### config.mk
export PLATFORM = sky130hd
export DESIGN_NAME = icmp_reply_matcher_flat
export DESIGN_NICKNAME = d
export VERILOG_FILES = /design/src/irm_pkg.sv /design/src/irm_channels.sv /design/src/icmp_reply_matcher.sv /design/src/irm_in_reg.sv /design/src/irm_parser.sv /design/src/irm_out_reg.sv /design/src/flat_wrapper.sv
export SDC_FILE = /design/constraint.sdc
export NUM_CORES = 1
export LEC_CHECK = 0
export BUFFER_PORTS_ARGS = -buffer_cell sky130_fd_sc_hd__buf_4
export CAP_MARGIN = 5
export CORE_MARGIN = 4
export CORE_UTILIZATION = 55
export CTS_CLUSTER_SIZE = 8
export DETAILED_ROUTE_END_ITERATION = 12
export PLACE_DENSITY_LB_ADDON = 0.15
export SLEW_MARGIN = 20
export SYNTH_ARGS = -nofsm -noshare
export SYNTH_HDL_FRONTEND = slang
export SYNTH_SLANG_ARGS = --single-unit
### constraint.sdc
create_clock -name clk -period 7.53 [get_ports clk]
set_clock_uncertainty 0.1 [all_clocks]
set_input_delay 0.753 -clock clk [delete_from_list [all_inputs] [get_ports clk]]
set_output_delay 0.753 -clock clk [all_outputs]
set_load 0.03 [all_outputs]
### src/irm_pkg.sv
`timescale 1ns / 1ps

package irm_pkg;

  // Packet length limit: bytes at or beyond this position are ignored.
  localparam int MaxPacket = 1024;

  // Byte position counter width; the counter saturates at its all-ones value.
  localparam int PosW = 11;
  localparam logic [PosW-1:0] PosMax = '1;

  // Width that holds a packet length up to the saturated position plus one.
  localparam int LenW = 17;

  // ICMP message types.
  localparam logic [7:0] TypeEchoReply    = 8'd0;
  localparam logic [7:0] TypeTimeExceeded = 8'd11;

  // Header length field is counted in 32-bit words.
  localparam int HdrLenW = 6;

  // Configuration register indexes.
  localparam int CfgIdxW  = 2;
  localparam int CfgDataW = 32;
  localparam logic [CfgIdxW-1:0] CfgExpectedId  = 2'd0;
  localparam logic [CfgIdxW-1:0] CfgExpectedSeq = 2'd1;
  localparam logic [CfgIdxW-1:0] CfgSendTime    = 2'd2;
  localparam logic [CfgIdxW-1:0] CfgDestAddr    = 2'd3;

  // Result status codes.
  localparam logic [1:0] StatusAccepted  = 2'd0;
  localparam logic [1:0] StatusTooShort  = 2'd1;
  localparam logic [1:0] StatusOtherType = 2'd2;
  localparam logic [1:0] StatusMismatch  = 2'd3;

  typedef struct packed {
    logic [15:0] expected_id;
    logic [15:0] expected_sequence;
    logic [31:0] send_time;
    logic [31:0] destination_address;
  } cfg_t;

  typedef struct packed {
    logic [7:0]  data_byte;
    logic        last_byte;
    logic [31:0] arrival_time;
  } item_t;

  typedef struct packed {
    logic [1:0]  status;
    logic        message_kind;
    logic [31:0] source_address;
    logic [31:0] round_trip_ms;
    logic        reached_destination;
  } result_t;

endpackage

### src/irm_channels.sv
`timescale 1ns / 1ps

// Packet byte channel.
interface irm_in_if;
  logic        valid;
  logic        ready;
  logic [7:0]  data_byte;
  logic        last_byte;
  logic [31:0] arrival_time;

  modport source (output valid, output data_byte, output last_byte, output arrival_time,
                  input ready);
  modport sink (input valid, input data_byte, input last_byte, input arrival_time,
                output ready);
endinterface

// Match result channel.
interface irm_out_if;
  logic        valid;
  logic        ready;
  logic [1:0]  status;
  logic        message_kind;
  logic [31:0] source_address;
  logic [31:0] round_trip_ms;
  logic        reached_destination;

  modport source (output valid, output status, output message_kind, output source_address,
                  output round_trip_ms, output reached_destination, input ready);
  modport sink (input valid, input status, input message_kind, input source_address,
                input round_trip_ms, input reached_destination, output ready);
endinterface

### src/icmp_reply_matcher.sv
`timescale 1ns / 1ps

// ICMP reply matcher: takes one received IPv4 packet byte per item, starting at
// the IP header, and gives one result on the byte marked last. It accepts one byte
// every clock cycle; the only thing that holds input back is a finished result that
// sits unclaimed in the output register while the next packet's last byte arrives.
// A byte goes through an input register and then a single step of compare-and-
// capture logic, whose result is registered in the output register when the last
// byte moves on. Configuration writes take effect on the next cycle and must be made
// while no packet is in flight.
module icmp_reply_matcher (
  input  logic                          clk,
  input  logic                          rst,
  irm_in_if.sink                        packet,
  irm_out_if.source                     reply,
  input  logic                          cfg_write,
  input  logic [irm_pkg::CfgIdxW-1:0]   cfg_index,
  input  logic [irm_pkg::CfgDataW-1:0]  cfg_data
);
  import irm_pkg::*;

  cfg_t    cfg;
  item_t   stage_item;
  result_t result;
  logic    stage_valid;
  logic    step;
  logic    out_free;
  logic    out_load;

  // Configuration registers.
  always_ff @(posedge clk) begin
    if (rst) begin
      cfg <= '0;
    end else if (cfg_write) begin
      unique case (cfg_index)
        CfgExpectedId:  cfg.expected_id         <= cfg_data[15:0];
        CfgExpectedSeq: cfg.expected_sequence   <= cfg_data[15:0];
        CfgSendTime:    cfg.send_time           <= cfg_data;
        CfgDestAddr:    cfg.destination_address <= cfg_data;
        default: ;
      endcase
    end
  end

  // A byte moves on unless it ends a packet and the result register is full.
  assign step     = stage_valid && (!stage_item.last_byte || out_free);
  assign out_load = step && stage_item.last_byte;

  irm_in_reg u_in_reg (
    .clk         (clk),
    .rst         (rst),
    .packet      (packet),
    .step        (step),
    .stage_valid (stage_valid),
    .stage_item  (stage_item)
  );

  irm_parser u_parser (
    .clk    (clk),
    .rst    (rst),
    .step   (step),
    .item   (stage_item),
    .cfg    (cfg),
    .result (result)
  );

  irm_out_reg u_out_reg (
    .clk    (clk),
    .rst    (rst),
    .load   (out_load),
    .result (result),
    .free   (out_free),
    .reply  (reply)
  );

  // A last byte that moves on always shows up as a result.
  a_last_gives_result: assert property (@(posedge clk) disable iff (rst)
    out_load |=> reply.valid)
    else $error("last byte produced no result");

  // A waiting result is never overwritten.
  a_no_overwrite: assert property (@(posedge clk) disable iff (rst)
    out_load |-> !reply.valid || reply.ready)
    else $error("result register overwritten");

  // Only an accepted reply can report the destination as reached.
  a_reached_accepted: assert property (@(posedge clk) disable iff (rst)
    reply.valid && reply.reached_destination |->
      reply.status == StatusAccepted && reply.source_address == cfg.destination_address)
    else $error("destination reached on a rejected reply");

endmodule

### src/irm_in_reg.sv
`timescale 1ns / 1ps

module irm_in_reg (
  input  logic           clk,
  input  logic           rst,
  irm_in_if.sink         packet,
  input  logic           step,
  output logic           stage_valid,
  output irm_pkg::item_t stage_item
);
  import irm_pkg::*;

  logic load;

  // The stage takes a new item when empty or when its current item moves on.
  assign packet.ready = !stage_valid || step;
  assign load = packet.valid && packet.ready;

  always_ff @(posedge clk) begin
    if (rst) begin
      stage_valid <= 1'b0;
    end else if (load) begin
      stage_valid <= 1'b1;
    end else if (step) begin
      stage_valid <= 1'b0;
    end
  end

  // Payload needs no reset.
  always_ff @(posedge clk) begin
    if (load) begin
      stage_item.data_byte    <= packet.data_byte;
      stage_item.last_byte    <= packet.last_byte;
      stage_item.arrival_time <= packet.arrival_time;
    end
  end

endmodule

### src/irm_parser.sv
`timescale 1ns / 1ps

module irm_parser (
  input  logic             clk,
  input  logic             rst,
  input  logic             step,
  input  irm_pkg::item_t   item,
  input  irm_pkg::cfg_t    cfg,
  output irm_pkg::result_t result
);
  import irm_pkg::*;

  // Per-packet state.
  logic [PosW-1:0]    byte_position;
  logic [HdrLenW-1:0] outer_header_bytes;
  logic [HdrLenW-1:0] inner_header_bytes;
  logic [7:0]         message_type;
  logic [15:0]        captured_id;
  logic [15:0]        captured_sequence;
  logic [31:0]        captured_source;
  logic               fields_seen;

  logic [PosW-1:0]    byte_position_next;
  logic [HdrLenW-1:0] outer_header_bytes_next;
  logic [HdrLenW-1:0] inner_header_bytes_next;
  logic [7:0]         message_type_next;
  logic [15:0]        captured_id_next;
  logic [15:0]        captured_sequence_next;
  logic [31:0]        captured_source_next;
  logic               fields_seen_next;

  logic               start;
  logic               in_window;
  logic               cap_en;
  logic [7:0]         cap_base;
  logic [PosW-1:0]    cap_pos;
  logic [7:0]         b;
  logic [LenW-1:0]    len_raw;
  logic [LenW-1:0]    length;
  logic               too_short;
  logic               is_echo;
  logic               is_te;

  assign b = item.data_byte;

  // Field capture for the current byte.
  always_comb begin
    start     = (byte_position == '0);
    in_window = (LenW'(byte_position) < LenW'(MaxPacket));

    // Every capture starts clean on the first byte of a packet.
    outer_header_bytes_next = start ? '0 : outer_header_bytes;
    inner_header_bytes_next = start ? '0 : inner_header_bytes;
    message_type_next       = start ? '0 : message_type;
    captured_id_next        = start ? '0 : captured_id;
    captured_sequence_next  = start ? '0 : captured_sequence;
    captured_source_next    = start ? '0 : captured_source;
    fields_seen_next        = start ? 1'b0 : fields_seen;

    if (in_window && start) begin
      outer_header_bytes_next = {b[3:0], 2'b00};
    end
    if (in_window && byte_position >= PosW'(12) && byte_position <= PosW'(15)) begin
      captured_source_next = {captured_source_next[23:0], b};
    end
    if (in_window && byte_position == PosW'(outer_header_bytes_next)) begin
      message_type_next = b;
    end

    is_echo = (message_type_next == TypeEchoReply);
    is_te   = (message_type_next == TypeTimeExceeded);

    // Inner IP header length sits eight bytes past the ICMP type.
    if (in_window && is_te &&
        byte_position == PosW'(outer_header_bytes_next) + PosW'(8)) begin
      inner_header_bytes_next = {b[3:0], 2'b00};
    end

    // ID and sequence come from the outer ICMP header or the quoted one.
    cap_base = is_te ? 8'(outer_header_bytes_next) + 8'd8 + 8'(inner_header_bytes_next)
                     : 8'(outer_header_bytes_next);
    cap_pos  = PosW'(cap_base);
    cap_en   = in_window && (is_echo || is_te);
    if (cap_en && byte_position == cap_pos + PosW'(4)) begin
      captured_id_next[15:8] = b;
    end
    if (cap_en && byte_position == cap_pos + PosW'(5)) begin
      captured_id_next[7:0] = b;
    end
    if (cap_en && byte_position == cap_pos + PosW'(6)) begin
      captured_sequence_next[15:8] = b;
    end
    if (cap_en && byte_position == cap_pos + PosW'(7)) begin
      captured_sequence_next[7:0] = b;
      fields_seen_next = 1'b1;
    end

    // Position wraps to zero after the last byte and saturates otherwise.
    if (item.last_byte) begin
      byte_position_next = '0;
    end else if (byte_position != PosMax) begin
      byte_position_next = byte_position + PosW'(1);
    end else begin
      byte_position_next = byte_position;
    end
  end

  // Verdict for a packet ending on this byte.
  always_comb begin
    len_raw   = LenW'(byte_position) + LenW'(1);
    length    = (len_raw > LenW'(MaxPacket)) ? LenW'(MaxPacket) : len_raw;
    too_short = (length < LenW'(outer_header_bytes_next) + LenW'(8));

    priority if (too_short) begin
      result.status = StatusTooShort;
    end else if (!is_echo && !is_te) begin
      result.status = StatusOtherType;
    end else if (!fields_seen_next) begin
      result.status = StatusTooShort;
    end else if (captured_id_next != cfg.expected_id ||
                 captured_sequence_next != cfg.expected_sequence) begin
      result.status = StatusMismatch;
    end else begin
      result.status = StatusAccepted;
    end

    result.message_kind        = is_te;
    result.source_address      = captured_source_next;
    result.round_trip_ms       = item.arrival_time - cfg.send_time;
    result.reached_destination = (result.status == StatusAccepted) &&
                                 (captured_source_next == cfg.destination_address);
  end

  always_ff @(posedge clk) begin
    if (rst) begin
      byte_position      <= '0;
      outer_header_bytes <= '0;
      inner_header_bytes <= '0;
      message_type       <= '0;
      captured_id        <= '0;
      captured_sequence  <= '0;
      captured_source    <= '0;
      fields_seen        <= 1'b0;
    end else if (step) begin
      byte_position      <= byte_position_next;
      outer_header_bytes <= outer_header_bytes_next;
      inner_header_bytes <= inner_header_bytes_next;
      message_type       <= message_type_next;
      captured_id        <= captured_id_next;
      captured_sequence  <= captured_sequence_next;
      captured_source    <= captured_source_next;
      fields_seen        <= fields_seen_next;
    end
  end

  // A new packet always starts at position zero.
  a_last_restarts: assert property (@(posedge clk) disable iff (rst)
    step && item.last_byte |=> byte_position == '0)
    else $error("byte position not cleared after last byte");

  // Fields are only marked seen for the two supported message types.
  a_seen_type: assert property (@(posedge clk) disable iff (rst)
    fields_seen && byte_position != '0 |->
      message_type == TypeEchoReply || message_type == TypeTimeExceeded)
    else $error("fields seen for an unsupported message type");

endmodule

### src/irm_out_reg.sv
`timescale 1ns / 1ps

module irm_out_reg (
  input  logic             clk,
  input  logic             rst,
  input  logic             load,
  input  irm_pkg::result_t result,
  output logic             free,
  irm_out_if.source        reply
);
  import irm_pkg::*;

  result_t held;

  // The register can take a result when empty or being drained this cycle.
  assign free = !reply.valid || reply.ready;

  always_ff @(posedge clk) begin
    if (rst) begin
      reply.valid <= 1'b0;
    end else if (load) begin
      reply.valid <= 1'b1;
    end else if (reply.ready) begin
      reply.valid <= 1'b0;
    end
  end

  always_ff @(posedge clk) begin
    if (load) begin
      held <= result;
    end
  end

  assign reply.status              = held.status;
  assign reply.message_kind        = held.message_kind;
  assign reply.source_address      = held.source_address;
  assign reply.round_trip_ms       = held.round_trip_ms;
  assign reply.reached_destination = held.reached_destination;

endmodule

### src/flat_wrapper.sv
// flat-port wrapper written by rule: the top's interface ports become plain ports
module icmp_reply_matcher_flat import irm_pkg::*;
  (clk, rst, cfg_write, cfg_index, cfg_data, packet_valid, packet_data_byte, packet_last_byte, packet_arrival_time, packet_ready, reply_valid, reply_status, reply_message_kind, reply_source_address, reply_round_trip_ms, reply_reached_destination, reply_ready);
  irm_in_if packet_i ();
  irm_out_if reply_i ();
  input  logic clk;
  input  logic rst;
  input  logic cfg_write;
  input  logic [irm_pkg::CfgIdxW-1:0] cfg_index;
  input  logic [irm_pkg::CfgDataW-1:0] cfg_data;
  input wire logic [$bits(packet_i.valid)-1:0] packet_valid;
  input wire logic [$bits(packet_i.data_byte)-1:0] packet_data_byte;
  input wire logic [$bits(packet_i.last_byte)-1:0] packet_last_byte;
  input wire logic [$bits(packet_i.arrival_time)-1:0] packet_arrival_time;
  output wire logic [$bits(packet_i.ready)-1:0] packet_ready;
  output wire logic [$bits(reply_i.valid)-1:0] reply_valid;
  output wire logic [$bits(reply_i.status)-1:0] reply_status;
  output wire logic [$bits(reply_i.message_kind)-1:0] reply_message_kind;
  output wire logic [$bits(reply_i.source_address)-1:0] reply_source_address;
  output wire logic [$bits(reply_i.round_trip_ms)-1:0] reply_round_trip_ms;
  output wire logic [$bits(reply_i.reached_destination)-1:0] reply_reached_destination;
  input wire logic [$bits(reply_i.ready)-1:0] reply_ready;
  assign packet_i.valid = packet_valid;
  assign packet_i.data_byte = packet_data_byte;
  assign packet_i.last_byte = packet_last_byte;
  assign packet_i.arrival_time = packet_arrival_time;
  assign packet_ready = packet_i.ready;
  assign reply_valid = reply_i.valid;
  assign reply_status = reply_i.status;
  assign reply_message_kind = reply_i.message_kind;
  assign reply_source_address = reply_i.source_address;
  assign reply_round_trip_ms = reply_i.round_trip_ms;
  assign reply_reached_destination = reply_i.reached_destination;
  assign reply_i.ready = reply_ready;
  icmp_reply_matcher u_core (.clk(clk), .rst(rst), .packet(packet_i), .reply(reply_i), .cfg_write(cfg_write), .cfg_index(cfg_index), .cfg_data(cfg_data));
endmodule
**Word-level counts from Yosys, hierarchy flattened**

Cells that the tools add are included.

- Bits in registers: 303
- Bits in latches: 0
- RAM bits: 0
- ROM bits: 0
- Input port bits: 80
- Output and inout bits: 70
- Memories: 0

- Add/subtract/negate cells: 11
- $mul: 0
- Divide/modulo/power cells: 0
- $lt $le $gt $ge: 5
- Equality and inequality tests: 14
- Shifts and indexed selects: 0
- Muxes and demuxes: 28
- Bitwise operators: 0
- Reductions and logical operators: 38

Operators by type and width:

| kind | number |
|---|---|
| $mux 32 | 2 |
| $mux 8 | 7 |
| $eq 11x9->1 | 4 |
| $add 8x3->9 const B | 4 |
| $eq 32x32->1 | 1 |
| $mux 16 | 2 |
| $ne 16x16->1 | 2 |
| $sub 32x32->32 | 1 |
| $mux 6 | 4 |
| $mux 11 | 2 |
| $add 6x4->7 const B | 3 |
| $logic_and 1x1->1 | 16 |
| $add 11x1->12 const B | 1 |
| $gt 12x11->1 const B | 1 |
| $lt 12x7->1 | 1 |
| $mux 12 | 1 |
| $add 11x1->11 const B | 1 |
| $eq 11x6->1 | 1 |
| $eq 11x7->1 | 1 |
| $ge 11x4->1 const B | 1 |
| $le 11x4->1 const B | 1 |
| $logic_not 11->1 | 1 |
| $lt 11x11->1 const B | 1 |
| $ne 11x11->1 const B | 1 |
| 12 further kinds | 36 |

**Logic depth before layout (Yosys ltp)**

Gate-level depths: netlist of the first run.

- Word-level depth: 24
- Depth in mapped cells: 35
- Depth with buffers taken out: 31

**By module**

Synthesis of the first run repeated with hierarchy kept, for this count alone.

- Cells, all modules: 1,739
- Area, all modules: 16,513.3 um^2

By module, submodules not included:

| module | times used | cells each | area each (um^2) | seq. area each (um^2) |
|---|---|---|---|---|
| irm_parser | 1 | 1,266 | 9,266.4 | 1,921.8 |
| icmp_reply_matcher | 1 | 355 | 3,872.5 | 1,921.8 |
| irm_out_reg | 1 | 72 | 2,088.3 | 2,062.0 |
| irm_in_reg | 1 | 46 | 1,286.2 | 1,251.2 |

**Worst setup path before layout of the first run**

No wires, ideal clock.

- Path type: reg2reg
- Start point: register u_core.u_parser.byte_position[1]
- End point: register u_core.u_out_reg.held, in the netlist u_core.u_out_reg.reply.status[1], data pin
- Data arrival time: 7.635 ns
- Path slack: -0.483 ns
- Cell stages (with the launch flop): 34
- Path buffers: 4
- Cells stage by stage: dfxtp_1 -> buf_1 -> inv_1 -> ha_1 -> nor3b_2 -> and3_1 -> buf_2 -> mux2i_1 -> inv_1 -> ha_1 -> xor2_1 -> nor3_1 -> nand4_1 -> or4b_2 -> clkbuf_1 -> and3_1 -> ha_1 -> ha_1 -> fa_1 -> a21oi_2 -> nor2_1 -> inv_1 -> ha_1 -> buf_1 -> o31ai_1 -> a311oi_1 -> nor3_1 -> xnor2_1 -> o2111a_2 -> a21oi_2 -> or3_1 -> a2111o_1 -> nor4_2 -> a31oi_1

RTL lines:

| item | RTL line | text |
|---|---|---|
| start, declared | irm_parser.sv:14 | `logic [PosW-1:0] byte_position;` |
| start signal, assigned | irm_parser.sv:145 | `byte_position <= byte_position_next;` |
| end signal, assigned | irm_out_reg.sv:30 | `held <= result;` |
| end, declared | irm_out_reg.sv:13 | `result_t held;` |

==> results.json, run 1 <==
{
  "status": "complete, no violations",
  "final_cells": 2571,
  "critPathSlowestCell": "or4b_4",
  "tns_ns": 0,
  "ant_nets": 0,
  "post-route-period-util_pct": 98.1,
  "setup_viol": 0,
  "nets": 2293,
  "drc": 0,
  "routed_wirelength_um": 53500,
  "synth_area_leader_cell": "dfxtp_1",
  "drv_slew": 0,
  "finalCriticalPeriod_ns": 7.39,
  "area_delta_synth_final_pct": 22.0,
  "syn_avg_cell_area_um2": 8.50,
  "ios": 150,
  "drt_iter0_markers": 1470,
  "n_antenna_cell": 0,
  "num_vias": 15700,
  "numCtsBuffers": 44,
  "design.die.area_mm2": 0.0331,
  "firstDrtPassIters": 6,
  "grt_max_degree": 108,
  "fmax_mhz": 135,
  "yosysTopAreaCellShare_pct": 23.3,
  "r2r_slack_ns": 0.14,
  "hold_slack_ns": 0.270,
  "grt_overflow": 0,
  "post_drt_wl_per_cell_um": 20.8,
  "drive_above_1_share_pct": 19.0,
  "cp_data_arrival_time_ns": 7.56,
  "clockRootBuffer": "clkbuf_16",
  "ys_warn_count": 0,
  "synthTopCellsByCount": "nand2_1 (422), a21oi_1 (245), dfxtp_1 (194)",
  "clock_latency_ns": 0.56,
  "rsz0062_at_grt": "true",
  "fp.dieH_um": 182,
  "relSlewSlack_pct": 35.4,
  "p_per_area_mw_per_mm2": 207,
  "synth_area_leaders": "dfxtp_1 (23%), edfxtp_1 (20%), nand2_1 (9.5%)",
  "vias_per_cell": 6.10,
  "initial_utilization_pct": 56.0,
  "dp.cells": 2484,
  "grt_first_pass_wirelength_um": 81500,
  "clk_path_buf_depth": 3,
  "cap_violations": 0,
  "hpwl_um": 37800,
  "worst_pin_slew_ns": 0.967,
  "path_class": "flop to flop",
  "seq_area_frac_synth_pct": 43.0,
  "cp-start-kind": "flop",
  "slowest_delay_ns": 0.59,
  "syn_nets": 2099,
  "grt_util_all_layers_pct": 30.6,
  "yosysMostFrequentCell": "nand2_1",
  "cts_tree": "yes",
  "h-tree-depth": 2,
  "leakagePower_nw": 7.54,
  "cp_max_fo": 6,
  "peakVddDrop_mv": 0.158,
  "core_mm2": 0.0297,
  "placementRows": 63,
  "numPortBuffers": 149,
  "gp_congestion": 0.989,
  "clock_sinks": 303,
  "clk_pin_slew_ns": 0.05,
  "synth_edf_count": 109,
  "required_ns": 7.70,
  "ys_seq_elements": 303,
  "critPathCaptureType": "flop",
  "die_x_um": 182,
  "hold_path.class": "input port to flop",
  "synth_cell_types": 102,
  "async_reset_ff_share_pct": 0,
  "antenna_found_initial": 0,
  "hold_viol_final": 0,
  "grt_pass1_vias": 14900,
  "n_fill_cell": 2403,
  "synth_area_mm2": 0.0166,
  "netlist_instances": 1958,
  "yosys_most_used_dff": "dfxtp_1"
}
==> kinds of logic (layout without fill, tap and decap cells) <==
logic type      count (synthesis)  after routing  synth area share (%)
simple gates                  771            772                  21.7
buf+inv                       197            419                  4.71
compound gates                515            515                  19.8
mux                            19             19                  1.26
fa+ha+maj                      61             61                  4.68
xor+xnor                       92             92                  4.84
flops                         303            303                  43.0
==> per-layer routing <==
layer / vias to the layer above / track usage, % / part of all wire (%)
met2: 701 / 52.0 / 48
met4: 0 / 11.9 / 4.0
met5: - / 0 / 0
met3: 151 / 4.27 / 7.6
met1: 7521 / 39.7 / 40
li1: 7307 / - / -
==> per-stage QoR <==
step / util [%] / total power [mW] / instance area [um2] / setup WS [ns]
2_1_floorplan: - / 2.15 / 16700 / 0.000319
3_3_place_gp: 62.5 / 2.34 / 18600 / -0.0254
3_5_place_dp: 62.5 / 2.35 / 18600 / -0.266
4_1_cts: 66.8 / 4.18 / 19900 / 0.0389
5_1_grt: 68.3 / 4.33 / 20300 / -0.183
6_report: 68.3 / 4.19 / 20300 / 0.140
==> power by group <==
group          internal [mW]  switching [mW]
registers               1.76          0.0353
clock network           1.09           0.745
logic                  0.220           0.347
total                   3.07            1.13
==> worst max-delay path: cells and delay by family (launching register included) <==
family	cells	cell delay, ns
muxes	2	0.61
AOI/OAI and AO/OA	8	2.39
DFF	1	0.32
and+or+nand+nor	10	2.23
adders and majority gates	4	1.00
xor gates and xnor gates	2	0.29
buffers and inverters	2	0.15
==> registers in the layout (all words and copies together), names as in the netlist <==
name,cells
u_core.cfg,96
u_core.u_in_reg.stage_item,41
u_core.u_out_reg.reply.round_trip_ms,32
u_core.u_out_reg.reply.source_address,32
u_core.u_parser.captured_source,32
u_core.u_parser.captured_id,16
u_core.u_parser.captured_sequence,16
u_core.u_parser.byte_position,11
u_core.u_parser.message_type,8
u_core.u_parser.inner_header_bytes,6
u_core.u_parser.outer_header_bytes,6
u_core.u_out_reg.reply.status,2
u_core.u_in_reg.stage_valid,1
u_core.u_out_reg.reply.message_kind,1
u_core.u_out_reg.reply.reached_destination,1
u_core.u_out_reg.reply.valid,1
u_core.u_parser.fields_seen,1
==> final timing paths <==
kind | startpoint | to | cells past startpoint
max reg2reg | u_core.u_parser.byte_position[0] | u_core.u_out_reg.reply.status[1] | 28
min reg2reg | u_core.u_parser.captured_sequence[9] | u_core.u_parser.captured_sequence[9] | 2
max | u_core.u_parser.byte_position[0] | u_core.u_out_reg.reply.status[1] | 28
min | packet_data_byte[5] | u_core.u_in_reg.stage_item[38] | 1
==> cells in the final DEF (no fill, tap or decap), types with 37 or more instances in the layout <==
| cell type | netlist | layout |
|---|---|---|
| a21oi_1 | 245 | 241 |
| buf_4 | 0 | 243 |
| clkbuf_16 | 0 | 44 |
| dfxtp_1 | 194 | 192 |
| edfxtp_1 | 109 | 109 |
| ha_1 | 59 | 47 |
| inv_1 | 96 | 92 |
| nand2_1 | 422 | 421 |
| nor2_1 | 111 | 107 |
| nor3_1 | 40 | 37 |
| o21ai_0 | 51 | 45 |
| xnor2_1 | 59 | 57 |
==> layout make-up <==
type                       count  area [um2]  share of cell area, %
tap                          390         488                   2.40
sequential                   303        7160                   35.3
timing repair buffer         247        1880                   9.25
clock buffer                  71        1200                   5.92
clock inverter                 4        85.1                  0.419
multi-input combinational   1459        9120                   44.9
inverter                      97         364                   1.79
==> what timing repair did <==
| item | in CTS | in global routing |
|---|---|---|
| cloned | 0 | 1 |
| gates resized for setup | 3 | 68 |
| pin swaps | 1 | 35 |
| setup endpoints to repair | 3 | 3 |
| hold buffers | 0 | 0 |
| buffers inserted | 0 | 10 |
(Power assumes the default switching activity.)
==> run 2, diff against run 1 <==
- ABC_AREA: unset -> 1
- CORE_UTILIZATION: 55 -> 54
==> run 2 against run 1 <==
Effect of this change: clock-buffer cell count increased by 1; critical path depth increased by 20; final area decreased by 5.9%; critical endpoint unchanged; highest routed layer unchanged.
==> results.json, run 2 <==
{
  "status": "complete, no violations",
  "design.die.area_mm2": 0.0331,
  "ios": 150,
  "ys_warn_count": 0,
  "numPortBuffers": 149,
  "grt_first_pass_wirelength_um": 75300,
  "tns_ns": 0,
  "layout_common_cells": "nand2_1 (404), inv_1 (309), o21ai_0 (228), a21oi_1 (193), dfxtp_1 (193)",
  "cp-start-kind": "flop",
  "nets": 2428,
  "regArea_mm2": 0.00716,
  "grt_max_degree": 105,
  "largest_register_ff_count": 96,
  "syn_avg_cell_area_um2": 7.62,
  "finalCriticalPeriod_ns": 6.91,
  "area_delta_synth_final_pct": 17.0,
  "stdcell_area_mm2": 0.0191,
  "clock_latency_ns": 0.55,
  "numCtsBuffers": 44,
  "leakagePower_nw": 8.82,
  "relSlewSlack_pct": 28.7,
  "antenna_found_initial": 1,
  "seq_area_frac_synth_pct": 43.8,
  "synthAdderAreaFrac_pct": 4.76,
  "clk_path_buf_depth": 3,
  "yosysMostFrequentCell": "nand2_1",
  "worst_path_most_repeated_cell": "nand2_1",
  "ant_nets": 0,
  "required_ns": 7.70,
  "cp_max_fo": 27,
  "synth_cell_types": 51,
  "initial_utilization_pct": 55.0,
  "synthSimpleGateAreaFrac_pct": 23.4,
  "hold_viol_final": 0,
  "synth_area_leaders": "dfxtp_1 (24%), edfxtp_1 (20%), nand2_1 (9.3%)",
  "clockRootBuffer": "clkbuf_16",
  "drt_iter0_markers": 1185,
  "cp_data_arrival_time_ns": 7.08,
  "regMostFlops": "u_core.cfg",
  "hpwl_um": 34200,
  "synth_top_family_by_area": "simple AND/OR/NAND/NOR gates",
  "drc": 0,
  "layout_commonest_cell": "nand2_1",
  "grt_overflow": 0,
  "peakVddDrop_mv": 0.207,
  "synth_area_mm2": 0.0163,
  "drive_above_1_share_pct": 13.2,
  "grt_pass1_vias": 14200,
  "placementRows": 63,
  "yosys_most_used_dff": "dfxtp_1",
  "multiInputGateArea_mm2": 0.00765,
  "grt_util_all_layers_pct": 28.2,
  "cts_hold_buf": 0,
  "worst_pin_slew_ns": 1.07,
  "fp.dieH_um": 182,
  "drv_slew": 0,
  "post_drt_wl_per_cell_um": 17.6,
  "path_buf_inv": 8,
  "netlist_instances": 2145,
  "core_mm2": 0.0297,
  "firstDrtPassIters": 6,
  "fmax_mhz": 145,
  "synthTopCellsByCount": "nand2_1 (407), inv_1 (313), o21ai_0 (229)",
  "async_reset_ff_share_pct": 0,
  "slowest_delay_ns": 0.42,
  "ys_seq_elements": 303,
  "clock_sinks": 303,
  "post-route-period-util_pct": 91.8,
  "muxShareOfSynthArea_pct": 0,
  "dpl_cell_area_mm2": 0.0178,
  "cts_tree": "yes",
  "clk_pin_slew_ns": 0.06,
  "synth_area_leader_cell": "dfxtp_1",
  "gp_congestion": 0.983,
  "hold_path.class": "input port to flop",
  "top_regs": "u_core.cfg x96, u_core.u_in_reg.stage_item x41",
  "synth_compound_area_share_pct": 15.1,
  "vias_per_cell": 5.49,
  "rsz0062_at_grt": "false",
  "setup_viol": 0,
  "p_per_area_mw_per_mm2": 224,
  "die_x_um": 182,
  "cap_violations": 0,
  "crit_family": "simple AND/OR/NAND/NOR gates",
  "synth_edf_count": 109,
  "h-tree-depth": 2,
  "routed_wirelength_um": 47700,
  "num_vias": 14900,
  "syn_nets": 2286,
  "yosysTopAreaCellShare_pct": 23.8,
  "n_fill_cell": 2629,
  "critPathCaptureType": "flop",
  "critPathSlowestCell": "fa_1",
  "n_antenna_cell": 0,
  "path_class": "flop to flop",
  "synth_xor_area_share_pct": 3.43
}
## run 2: changes by cell type in the layout (fill, tap and decap cells not counted), moves of 23 or more
cell,previous run,this run
buf_4,243,174
nand2_2,1,24
nor3_1,37,6
a21oi_1,241,193
o21ai_0,45,228
nor2_1,107,184
nand3_1,26,139
inv_1,92,309
xnor2_1,57,10
## run 2: cell families after synthesis
kind of cell | count (synthesis)
compound gates | 467
xor+xnor | 64
fa+ha+maj | 61
buf+inv | 405
flops | 303
simple gates | 845
## run 2: final cells by class
cell class                      instances  area share (%)
Multi-Input combinational cell       1438            40.1
Sequential cell                       303            37.5
Timing Repair Buffer                  174            6.84
Inverter                              326            6.40
Clock buffer                           72            6.31
Tap cell                              390            2.55
Clock inverter                          4           0.380
## run 2: metal layers
metal	up-vias	wire, um	share of wire [%]	global-route usage [%]
li1	7325	-	-	-
met1	6891	20800	44	38.3
met2	537	21900	46	46.2
met3	104	3460	7.2	4.91
met4	0	1490	3.1	9.01
met5	-	0	0	0
## run 2: worst register-to-register path, delay by kind of cell (launching register included)
family                     cells  cell delay (ns)
adders and majority gates      4             1.09
DFF                            1             0.37
buffers and inverters          8             0.77
xor gates and xnor gates       1             0.37
and+or+nand+nor               32             3.57
AOI/OAI and AO/OA              3             0.34
## run 2: worst paths after layout
check | start | slack, ns | end | cells after the start
setup reg to reg | u_core.u_parser.byte_position[1] | 0.62 | u_core.u_out_reg.reply.status[1] | 48
hold reg to reg | u_core.u_parser.fields_seen | 0.36 | u_core.u_parser.fields_seen | 2
setup / recovery | u_core.u_parser.byte_position[1] | 0.62 | u_core.u_out_reg.reply.status[1] | 48
hold / removal | packet_arrival_time[23] | 0.28 | u_core.u_in_reg.stage_item[23] | 1
## run 2: report_power, final
| group | internal (mW) | switching [mW] | leakage (nW) | total (mW) |
|---|---|---|---|---|
| logic | 0.214 | 0.413 | 5.57 | 0.626 |
| registers | 1.79 | 0.0407 | 2.64 | 1.83 |
| clock network | 1.09 | 0.730 | 0.608 | 1.82 |
## run 2: repair_timing
item / 4_1_cts / 5_1_grt
resized for setup: 0 / 9
setup buffers: 0 / 3
setup endpoints to repair: 0 / 3
## run 2: through the flow
step	power [mW]	hold slack, ns	instances	setup WS (ns)	utilization (%)
after global placement	2.46	0.347	2627	0.509	59.8
after global routing	4.46	0.267	2707	0.00364	64.3
after floorplan	2.27	0.333	2145	1.37	-
final	4.28	0.278	2707	0.620	64.3
after detailed placement	2.47	0.359	2627	0.395	59.8
after CTS	4.30	0.261	2703	0.327	64.1
==> run 3, diff against run 2 <==
==> constraint.sdc (replaced) <==
create_clock -name clk -period 7.53 [get_ports clk]
set_clock_uncertainty 0.1 [all_clocks]
set_input_delay 0 -clock clk [delete_from_list [all_inputs] [get_ports clk]]
set_output_delay 0 -clock clk [all_outputs]
set_load 0.03 [all_outputs]
==> run 3 against run 2 <==
Effect of this change: non-clock buffer count is 84 higher; routed wire length is 1.5% higher; via count is 1.1% higher; sequential share of layout area is 1.5 points lower; hold slack worse by 0.21 ns; clock power hardly changed; final area is 4.1% higher; final cell count is 3.0% higher; largest cell class unchanged; largest power group unchanged; die area stayed put; fmax is 1.3% lower; sequential power hardly changed; combinational power is 5.1% higher.
==> results.json, run 3 (synthesized netlist as in run 2, its figures left out) <==
{
  "status": "complete, no violations",
  "grt_first_pass_wirelength_um": 76600,
  "routed_wirelength_um": 48400,
  "hold_path.class": "input port to flop",
  "antenna_found_initial": 0,
  "r2r_cells": 47,
  "critPathCaptureType": "flop",
  "cp-start-kind": "flop",
  "initial_utilization_pct": 55.0,
  "reg2reg_to": "u_core.u_out_reg.reply.status[1]",
  "gp_congestion": 0.983,
  "regToRegStartpoint": "u_core.u_parser.byte_position[0]",
  "clock_latency_ns": 0.54,
  "clk_path_buf_depth": 3,
  "required_ns": 7.69,
  "relSlewSlack_pct": 29.2,
  "stdcell_area_mm2": 0.0199,
  "h-tree-depth": 2,
  "ios": 150,
  "core_mm2": 0.0297,
  "peakVddDrop_mv": 0.202,
  "hold_slack_ns": 0.0690,
  "clockRootBuffer": "clkbuf_16",
  "layout_common_cells": "nand2_1 (406), inv_1 (310), o21ai_0 (229), a21oi_1 (193), dfxtp_1 (193)",
  "clk_pin_slew_ns": 0.05,
  "hold_viol_final": 0,
  "fmax_mhz": 143,
  "drive_above_1_share_pct": 12.3,
  "whs_path_depth": 2,
  "critPathSlowestCell": "dfxtp_1",
  "min_to": "u_core.u_in_reg.stage_item[21]",
  "leakagePower_nw": 9.16,
  "drv_slew": 0,
  "nets": 2510,
  "p_per_area_mw_per_mm2": 215,
  "post-route-period-util_pct": 92.9,
  "ant_nets": 0,
  "area_delta_synth_final_pct": 21.7,
  "regMostFlops": "u_core.cfg",
  "dpl_cell_area_mm2": 0.0178,
  "fp.dieH_um": 182,
  "cp_data_arrival_time_ns": 7.15,
  "r2r_slack_ns": 0.53,
  "worst_path_most_repeated_cell": "nand2_1",
  "crit_start": "u_core.u_parser.byte_position[0]",
  "cap_violations": 0,
  "cp_max_fo": 27,
  "die_x_um": 182,
  "finalCriticalPeriod_ns": 7.00,
  "vias_per_cell": 5.39,
  "design.die.area_mm2": 0.0331,
  "placementRows": 63,
  "grt_pass1_vias": 14500,
  "numPortBuffers": 149,
  "n_fill_cell": 2479,
  "clock_sinks": 303,
  "rsz0062_at_grt": "false",
  "slowest_delay_ns": 0.42,
  "largest_register_ff_count": 96,
  "drc": 0,
  "layout_commonest_cell": "nand2_1",
  "post_drt_wl_per_cell_um": 17.4,
  "min_from": "packet_arrival_time[21]",
  "worst_pin_slew_ns": 1.06,
  "path_class": "flop to flop",
  "num_vias": 15000,
  "hpwl_um": 33700,
  "cts_tree": "yes",
  "n_antenna_cell": 0,
  "drt_iter0_markers": 1160,
  "setup_viol": 0,
  "grt_max_degree": 105,
  "firstDrtPassIters": 6,
  "tns_ns": 0,
  "layout_setup_ws_ns": 0.532,
  "grt_overflow": 0,
  "grt_util_all_layers_pct": 28.6,
  "top_regs": "u_core.cfg x96, u_core.u_in_reg.stage_item x41",
  "place_ws_ns": 0.362,
  "numCtsBuffers": 43
}
run 3: cell count changes in the layout (fill, tap and decap cells not counted), moves of 2 or more:
cell           previous run  this run
dlygate4sd3_1             0        85
nand2_1                 404       406
nand2_2                  24        22
nor2_1                  184       186
nor2_2                    7         5
run 3: critical path, delay by kind of cell, from the launching register on:
kind	cells	cell delay, ns
xor+xnor	1	0.39
simple gates	32	3.55
flops	1	0.42
buf+inv	7	0.71
fa+ha+maj	4	1.15
compound gates	3	0.36
run 3: per-layer routing:
layer	GRT usage [%]	vias up	share of wire, %
li1	-	7477	-
met1	38.9	6897	43
met3	4.55	98	7.0
met5	0	-	0
met4	9.43	0	3.0
met2	47.0	550	47
run 3: area by class of cell:
class                           instances  area, um2  area share [%]
Multi-Input combinational cell       1437       7630            38.4
Tap cell                              390        488            2.45
Clock buffer                           71       1180            5.94
Inverter                              326       1220            6.15
Timing Repair Buffer                  258       2150            10.8
Clock inverter                          3       55.1           0.277
Sequential cell                       303       7160            36.0
run 3: how the worst max path moves through the flow:
stage,cells past startpoint,slack [ns],endpoint
2_1_floorplan,47,1.37,u_core.u_out_reg.reply.status[1]
3_3_place_gp,47,0.50,u_core.u_out_reg.reply.status[1]
3_5_place_dp,43,0.36,u_core.u_out_reg.reply.status[1]
4_1_cts,43,0.35,u_core.u_out_reg.reply.status[1]
5_1_grt,46,0.006,u_core.u_out_reg.reply.status[1]
6_report,47,0.53,u_core.u_out_reg.reply.status[1]
run 3: report_power, final:
group          internal, mW  total [mW]  switching [mW]  leakage (nW)
sequential             1.79        1.83          0.0406          2.64
combinational         0.240       0.658           0.418          5.93
clock                  1.07        1.79           0.719         0.586
total                  3.10        4.28            1.18          9.16
run 3: per-stage QoR:
stage	utilization (%)	instances	power (mW)
detailed placement	59.8	2627	2.47
global placement	59.8	2627	2.46
global route	66.9	2788	4.46
CTS	66.8	2786	4.29
finish	66.9	2788	4.28
floorplan	-	2145	2.27
run 3: timing repair:
item / 4_1_cts / 5_1_grt
endpoints found under the setup margin: 0 / 3
hold buffers: 85 / 0
hold endpoints to repair: 167 / 0
resized for setup: 0 / 2
buffers inserted: 0 / 2
